`src/sv/gmst_pkg.sv`:
```
// shared types and constants for the grid spanning tree block
package gmst_pkg;

  localparam int unsigned MAX_NODES_DEF = 32;
  localparam int unsigned NODE_W = 6;
  localparam int unsigned COORD_W = 20;
  localparam int unsigned COST_IN_W = 30;
  localparam int unsigned FACT_W = 31;
  localparam int unsigned DIST_W = 21;
  localparam int unsigned WEIGHT_W = 52;
  localparam int unsigned TOTAL_W = 58;
  localparam int unsigned IN_TDATA_W = 112;
  localparam int unsigned OUT_TDATA_W = 72;

  localparam logic OP_LOAD = 1'b0;
  localparam logic OP_SOLVE = 1'b1;

  typedef enum logic [1:0] {
    KIND_TOTAL = 2'd0,
    KIND_STATION = 2'd1,
    KIND_LINK = 2'd2
  } kind_e;

  typedef enum logic [2:0] {
    ST_IDLE,
    ST_INIT,
    ST_SCAN,
    ST_MERGE,
    ST_RELABEL,
    ST_OUT_TOTAL,
    ST_LIST_RD,
    ST_LIST_CHK
  } state_e;

  typedef struct packed {
    logic load;
    logic init_start;
    logic scan_start;
    logic merge;
    logic emit_total;
    logic list_rd;
    logic list_skip;
    logic list_emit;
    logic phase_next;
  } cmd_t;

  typedef struct packed {
    logic sweep_busy;
    logic scan_busy;
    logic all_chosen;
    logic out_free;
    logic list_end;
    logic entry_match;
    logic phase_link;
  } status_t;

endpackage

```
`src/sv/gmst_ctrl.sv`:
```
// solve sequencer state machine
module gmst_ctrl (
  input  logic             clk_i,
  input  logic             rst_ni,
  input  logic             in_valid_i,
  input  logic             in_op_i,
  output logic             in_ready_o,
  input  gmst_pkg::status_t sts_i,
  output gmst_pkg::cmd_t   cmd_o
);

  gmst_pkg::state_e state_q, state_d;

  always_ff @(posedge clk_i or negedge rst_ni) begin
    if (!rst_ni) begin
      state_q <= gmst_pkg::ST_IDLE;
    end else begin
      state_q <= state_d;
    end
  end

  always_comb begin
    state_d = state_q;
    cmd_o = '0;
    in_ready_o = 1'b0;
    case (state_q)
      gmst_pkg::ST_IDLE: begin
        in_ready_o = 1'b1;
        if (in_valid_i) begin
          if (in_op_i == gmst_pkg::OP_LOAD) begin
            cmd_o.load = 1'b1;
          end else begin
            cmd_o.init_start = 1'b1;
            state_d = gmst_pkg::ST_INIT;
          end
        end
      end
      gmst_pkg::ST_INIT: begin
        if (!sts_i.sweep_busy) begin
          cmd_o.scan_start = 1'b1;
          state_d = gmst_pkg::ST_SCAN;
        end
      end
      gmst_pkg::ST_SCAN: begin
        if (!sts_i.scan_busy) begin
          state_d = gmst_pkg::ST_MERGE;
        end
      end
      gmst_pkg::ST_MERGE: begin
        cmd_o.merge = 1'b1;
        state_d = gmst_pkg::ST_RELABEL;
      end
      gmst_pkg::ST_RELABEL: begin
        if (!sts_i.sweep_busy) begin
          if (sts_i.all_chosen) begin
            state_d = gmst_pkg::ST_OUT_TOTAL;
          end else begin
            cmd_o.scan_start = 1'b1;
            state_d = gmst_pkg::ST_SCAN;
          end
        end
      end
      gmst_pkg::ST_OUT_TOTAL: begin
        if (sts_i.out_free) begin
          cmd_o.emit_total = 1'b1;
          state_d = gmst_pkg::ST_LIST_RD;
        end
      end
      gmst_pkg::ST_LIST_RD: begin
        if (sts_i.list_end) begin
          if (sts_i.phase_link) begin
            state_d = gmst_pkg::ST_IDLE;
          end else begin
            cmd_o.phase_next = 1'b1;
          end
        end else begin
          cmd_o.list_rd = 1'b1;
          state_d = gmst_pkg::ST_LIST_CHK;
        end
      end
      gmst_pkg::ST_LIST_CHK: begin
        if (sts_i.entry_match) begin
          if (sts_i.out_free) begin
            cmd_o.list_emit = 1'b1;
            state_d = gmst_pkg::ST_LIST_RD;
          end
        end else begin
          cmd_o.list_skip = 1'b1;
          state_d = gmst_pkg::ST_LIST_RD;
        end
      end
      default: begin
        state_d = gmst_pkg::ST_IDLE;
      end
    endcase
  end

endmodule

```
`config.mk`:
```
export PLATFORM = sky130hd
export DESIGN_NAME = gmst_ctrl
export DESIGN_NICKNAME = d
export VERILOG_FILES = /design/src/sv/gmst_pkg.sv /design/src/sv/gmst_ctrl.sv
export SDC_FILE = /design/constraint.sdc
export NUM_CORES = 1
export LEC_CHECK = 0
export BUFFER_PORTS_ARGS = -buffer_cell sky130_fd_sc_hd__buf_2
export CAP_MARGIN = 5
export CORE_AREA = 8 8 45 47
export CTS_BUF_LIST = sky130_fd_sc_hd__clkbuf_8
export CTS_CLUSTER_SIZE = 24
export DETAILED_ROUTE_END_ITERATION = 8
export DIE_AREA = 0 0 53 55
export PLACE_DENSITY = 0.51
export SLEW_MARGIN = 20
export SYNTH_ARGS = -nofsm -noshare
export SYNTH_HDL_FRONTEND = slang
export SYNTH_SLANG_ARGS = --single-unit
```
`constraint.sdc`:
```
create_clock -name clk_i -period 2.7 [get_ports clk_i]
set_input_delay 0 -clock clk_i [delete_from_list [all_inputs] [get_ports clk_i]]
set_output_delay 0 -clock clk_i [all_outputs]
set_load 0.03 [all_outputs]
```
==> run summary, run 1 <==
number of global-route vias before repair - 425
gr ovfl total - 0
Max Clock Skew - 0.00376 ns
maximum VDD drop - 0.377 mV
Warnings, synthesis - 0
crit-path cells - inv_1 > nor2_1 > nand2_1 > nor3b_1 > buf_2
worst-path maximum fanout - 11
area post-placement - 448 um^2
Avg Inst Size Synth - 7.12 um^2
remaining antenna violation count - 0
outcome - completed
r2r setup slk - 1.19 ns
initial DRC count - 7
Worst R2R Path Depth - 4
vias - 421
Power Density - 1130 mW/mm^2
I/O pin cnt - 21
Port Buffers - 20
WP data required - 2.70 ns
crit share post-route - 0.582
htree depth - 1
CORE AREA - 0.00138 mm^2
Clk pwr share - 0.225
CP max stage delay - 0.53 ns
Die H - 55 um
Crit path max-delay family - flip-flops
Setup Viol. Count Final - 0
ys flop type - dfrtp_1
startpoint types - register
FP Rows - 14
Syn Nets - 60
sw power - 0.000277 W
DP Wirelength - 831 um
reg-to-reg startpoint - state_q[2]
Post-Synthesis Cells - 49
initial antenna violation count - 0
Starting Density - 0.252
WL per Instance - 12.0 um
routability cong. - 0.844
max FFs per register - 3
FF+latch count, synth - 3
Comb pwr share - 0.519
Crit-path slowest cell - dfrtp_1
post-synth top area share - 0.215
routed vias/inst - 4.84
most common cell in the netlist - nor2_1
Final Max Tran Viols - 0
Synth area leader - dfrtp_1
Max Cap Viol - 0
WS Path Type - reg -> out
synthesis-to-finish area growth - 44.1%
clock latency on the worst-skew pair - 0.22 ns
top cells by count, synth - 9 x nor2_1, 5 x nand2_1, 4 x nor3_1
# resized after CTS - 0
Fin. Hold Viols - 0
filler instances - 156
fraction of layout cells with a size suffix above 1 - 0.366
CP arrival - 1.57 ns
Critical path buffers and inverters - 2
CTS Buf Count - 3
Worst R2R End - state_q[1]
Slew headroom - 0.717
Tmin final - 1.57 ns
Distinct cells, synth - 25
largest net degree at the start of global routing - 15
Die ar. - 0.00292 mm^2
Final Routed Wirelength - 1.04 mm
Die X - 53 um
Leak - 0.272 nW
Largest regs - state_q x3
ANT cells - 0
Fmax - 636 MHz
CTS tree - yes
final instance area - 503 um^2
CP Capture Type - output pin
fin nets - 83
total negative slack - 0 ns
deepest clock path buffer count - 2
drt pass-1 iters - 4
slew at the pin closest to its max-slew limit - 0.425 ns
DRC Markers - 0
Synth Cell Area - 349 um^2
clk slew on worst S/H paths - 0.03 ns
Post-synth EDFFs - 0
unrepaired setup endpoints after global routing - no
first-pass GRT wire length - 1.73 mm
Num Clock Sinks - 3
Sw Ratio - 0.487
Top reg by flops - state_q
Hold WC Path Type - in -> async
asr flop ratio synth - 1.00
Reg power frac - 0.255
CTS Root Cell - clkbuf_8
internal power - 0.000291 W
total track usage - 0.0776
sequential fraction of the synthesis area - 0.215
top post-synthesis cells by area - dfrtp_1 22%, nor2_1 9.7%, mux4_2 6.5%
-- power by group through the flow --
stage | Combinational [W] | Clock [W] | Sequential, W
final | 0.000295 | 0.000128 | 0.000145
after detailed placement | 0.000296 | 0 | 0.000146
after global placement | 0.000296 | 0 | 0.000148
after global routing | 0.000330 | 0.000134 | 0.000156
after CTS | 0.000299 | 0.000131 | 0.000144
after floorplan | 0.000296 | 0 | 0.0000879
-- how the worst max path moves through the flow --
| stage | start | end | slack (ns) | cells past startpoint |
|---|---|---|---|---|
| after detailed placement | state_q[2] | state_q[1] | 1.19 | 4 |
| after global placement | state_q[2] | state_q[1] | 1.22 | 4 |
| after global routing | state_q[2] | cmd_o[6] | 0.98 | 5 |
| after floorplan | state_q[0] | cmd_o[8] | 0.82 | 4 |
| final | state_q[1] | cmd_o[0] | 1.13 | 5 |
| after CTS | state_q[1] | cmd_o[0] | 1.12 | 5 |
-- metrics by stage --
step	instances	hold slack [ns]	power (W)	utilization	setup slack, ns
global placement	82	-0.196	0.000444	0.324	1.22
detailed placement	82	-0.199	0.000442	0.324	1.19
CTS	87	0.110	0.000574	0.363	1.12
global route	87	0.121	0.000620	0.363	0.984
floorplan	49	-0.296	0.000384	-	0.824
finish	87	0.104	0.000568	0.363	1.13
-- repair_timing --
action | in CTS | in global routing
endpoints found under the hold margin | 3 | 0
buffers inserted | 0 | 0
endpoints found under the setup margin | 0 | 0
hold buffers | 1 | 0
-- cell usage in the layout, fill, tap and decap left out --
cell type and n:
nand2_1 5, and3_1 1, o21ai_1 1, nand3b_1 2, inv_1 4, o21ai_0 2
a31oi_1 1, nand3_1 1, nand2b_1 1, and4_1 1, clkbuf_8 3, o211a_1 1
nor2_1 9, dfrtp_1 3, a41oi_1 1, mux2i_1 1, a22o_1 2, a21oi_1 2
nand2b_2 1, mux4_2 1, buf_2 20, o31ai_1 1, nor3b_1 1, nor3_1 4
dlygate4sd3_1 1, inv_2 1
-- logic make-up after synthesis --
| kind of cell | count (synthesis) | synth area share |
|---|---|---|
| buffers and inverters | 7 | 0.104 |
| DFF | 3 | 0.215 |
| AOI/OAI and AO/OA | 11 | 0.215 |
| and+or+nand+nor | 26 | 0.373 |
| muxes | 2 | 0.0932 |
-- cell type report --
cell class	instances	area, um^2	share of cell area
clock buffer	3	41.3	0.0821
clock inverter	1	3.75	0.00746
inverter	4	15.0	0.0299
multi-input combinational	39	238	0.473
sequential	3	75.1	0.149
tap	16	20.0	0.0398
timing repair buffer	21	110	0.219
-- per-layer routing --
| layer | vias up | wire (um) | track usage |
|---|---|---|---|
| met2 | 18 | 477 | 0.115 |
| met5 | - | 0 | 0 |
| li1 | 219 | - | - |
| met4 | 0 | 18 | 0.0517 |
| met1 | 182 | 451 | 0.0944 |
| met3 | 2 | 96 | 0.0241 |
Note: power is estimated with default switching activity, not from simulation.
==> run 2: changes to the inputs <==
clock period = 1.63 ns   (was 2.7 ns; I/O delays follow)
==> run 2 against run 1 <==
Net effect:
- largest power group unchanged
- power up 71%
- clock power up 59%
- highest routed layer is now met3
- global-route usage down 0.32 points
- wire length is essentially flat
- critical path type unchanged
- die area unchanged
- sequential cell count stayed put
- hold slack better by 0.012 ns
- clock-buffer cell count unchanged
- sequential power increased by 57%
- non-clock buffer count increased by 1
- combinational power up 82%
- clock skew decreased by 0.0035 ns
==> run summary, run 2 (synthesized netlist as in run 1, its figures left out) <==
area post-placement - 460 um^2 (was 448 um^2)
CTS tree - yes (unchanged)
Die H - 55 um (unchanged)
total track usage - 0.0744 (was 0.0776)
Slew headroom - 0.841 (was 0.717)
CTS Root Cell - clkbuf_8 (unchanged)
DRC Markers - 0 (unchanged)
DP Wirelength - 844 um (was 831 um)
commonest non-fill, non-tap cell in the layout - buf_2 (unchanged)
Tmin final - 1.45 ns
Die ar. - 0.00292 mm^2 (unchanged)
reg-to-reg startpoint - state_q[2] (unchanged)
Fmax - 688 MHz
synthesis-to-finish area growth - 48.4% (was 44.1%)
FP Rows - 14 (unchanged)
drt pass-1 iters - 4 (unchanged)
slew at the pin closest to its max-slew limit - 0.239 ns (was 0.425 ns)
WS Path Type - reg -> out (unchanged)
number of global-route vias before repair - 423 (was 425)
Num Clock Sinks - 3 (unchanged)
Worst R2R End - state_q[1] (unchanged)
outcome - completed (unchanged)
r2r setup slk - 0.18 ns (was 1.19 ns)
unrepaired setup endpoints after global routing - no (unchanged)
CP Capture Type - output pin (unchanged)
remaining antenna violation count - 0 (unchanged)
maximum VDD drop - 0.686 mV (was 0.377 mV)
Met1 Wirelength - 434 um (was 451 um)
WL per Instance - 11.9 um (was 12.0 um)
max FFs per register - 3 (unchanged)
filler instances - 159 (was 156)
deepest clock path buffer count - 2 (unchanged)
fraction of layout cells with a size suffix above 1 - 0.417 (was 0.366)
Die X - 53 um (unchanged)
total negative slack - 0 ns (unchanged)
Leak - 0.276 nW (was 0.272 nW)
Setup Viol. Count Final - 0 (unchanged)
first-pass GRT wire length - 1.63 mm (was 1.73 mm)
gr ovfl total - 0 (unchanged)
CP arrival - 1.45 ns (was 1.57 ns)
worst-path maximum fanout - 11 (unchanged)
Final WS setup - 0.176 ns (was 1.13 ns)
CORE AREA - 0.00138 mm^2 (unchanged)
WP data required - 1.63 ns (was 2.70 ns)
commonest cells after routing, fill and taps aside - 20 x buf_2, 9 x nor2_1, 5 x nand2_1, 4 x inv_1 (was 20 x buf_2, 9 x nor2_1, 5 x nand2_1, 4 x inv_1, 4 x nor3_1)
crit share post-route - 0.892
initial DRC count - 7 (unchanged)
metal2 WL - 519 um (was 477 um)
Port Buffers - 20 (unchanged)
met3 wire length - 91 um (was 96 um)
final instance area - 518 um^2 (was 503 um^2)
Final Max Tran Viols - 0 (unchanged)
highest metal used - met3 (was met4)
Final Routed Wirelength - 1.05 mm (was 1.04 mm)
initial antenna violation count - 0 (unchanged)
htree depth - 1 (unchanged)
Max Clock Skew - 0.000260 ns (was 0.00376 ns)
I/O pin cnt - 21 (unchanged)
routed vias/inst - 4.86 (was 4.84)
clock latency on the worst-skew pair - 0.21 ns (was 0.22 ns)
Max Cap Viol - 0 (unchanged)
largest net degree at the start of global routing - 15 (unchanged)
Largest regs - state_q x3 (unchanged)
startpoint types - register (unchanged)
Fin. Hold Viols - 0 (unchanged)
vias - 428 (was 421)
fin nets - 84 (was 83)
Power Density - 1870 mW/mm^2 (was 1130 mW/mm^2)
Worst R2R Path Depth - 4 (unchanged)
Starting Density - 0.252 (unchanged)
Top reg by flops - state_q (unchanged)
clk slew on worst S/H paths - 0.03 ns (about the same)
Post-Place Setup Slack - 0.133 ns (was 1.19 ns)
Hold WC Path Type - in -> async (unchanged)
ANT cells - 0 (unchanged)
routability cong. - 0.838 (was 0.844)
CTS Buf Count - 3 (unchanged)
==> run 2: changes by cell type in the layout (fill, tap and decap cells not counted), sizes merged <==
cell and delta:
buf +1
==> run 2: how the worst max path moves through the flow <==
stage | from | endpoint | slack [ns] | cells past startpoint
finish | state_q[1] | cmd_o[0] | 0.18 | 5
global route | state_q[1] | cmd_o[0] | 0.07 | 5
CTS | state_q[1] | cmd_o[0] | 0.03 | 5
detailed placement | state_q[2] | state_q[1] | 0.13 | 4
global placement | state_q[2] | state_q[1] | 0.15 | 4
floorplan | state_q[0] | cmd_o[8] | 0.05 | 4
==> run 2: power breakdown <==
group	leakage [nW]	total, W	switching, W	internal (W)
clock	0.0269	0.000204	0.0000445	0.000160
combinational	0.216	0.000538	0.000313	0.000226
sequential	0.0332	0.000228	0.000107	0.000121
==> run 2: what timing repair did <==
action,in CTS,in global routing
buffers inserted,0,0
setup endpoints to repair,0,2
resized for setup,0,2
endpoints found under the hold margin,3,0
hold buffers,1,0
==> run 2: final cells by class <==
class | count | area, um^2 | share of cell area
clock inverter | 1 | 3.75 | 0.00725
tap | 16 | 20.0 | 0.0386
inverter | 4 | 15.0 | 0.0290
multi-input combinational | 39 | 243 | 0.469
clock buffer | 3 | 41.3 | 0.0797
sequential | 3 | 77.6 | 0.150
timing repair buffer | 22 | 118 | 0.227
==> run 2: through the flow <==
stage,total power [W],std cells,hold WS [ns],utilization
after floorplan,0.000645,49,-0.296,-
after global placement,0.000762,83,-0.204,0.333
after detailed placement,0.000762,83,-0.203,0.333
after CTS,0.000977,88,0.117,0.373
after global routing,0.00106,88,0.126,0.374
final,0.000971,88,0.116,0.374
==> run 2: worst max-delay path: stages (launching register included) <==
cell and delay (ns):
dfrtp_2 0.46, inv_1 0.10, nor2_1 0.19, nand2_1 0.10, nor3b_1 0.17, buf_2 0.22
==> run 2: per-layer routing <==
layer | up-vias | GRT usage
li1 | 219 | -
met1 | 195 | 0.0824
met2 | 14 | 0.119
met3 | 0 | 0.0160
met4 | 0 | 0.0647
met5 | - | 0
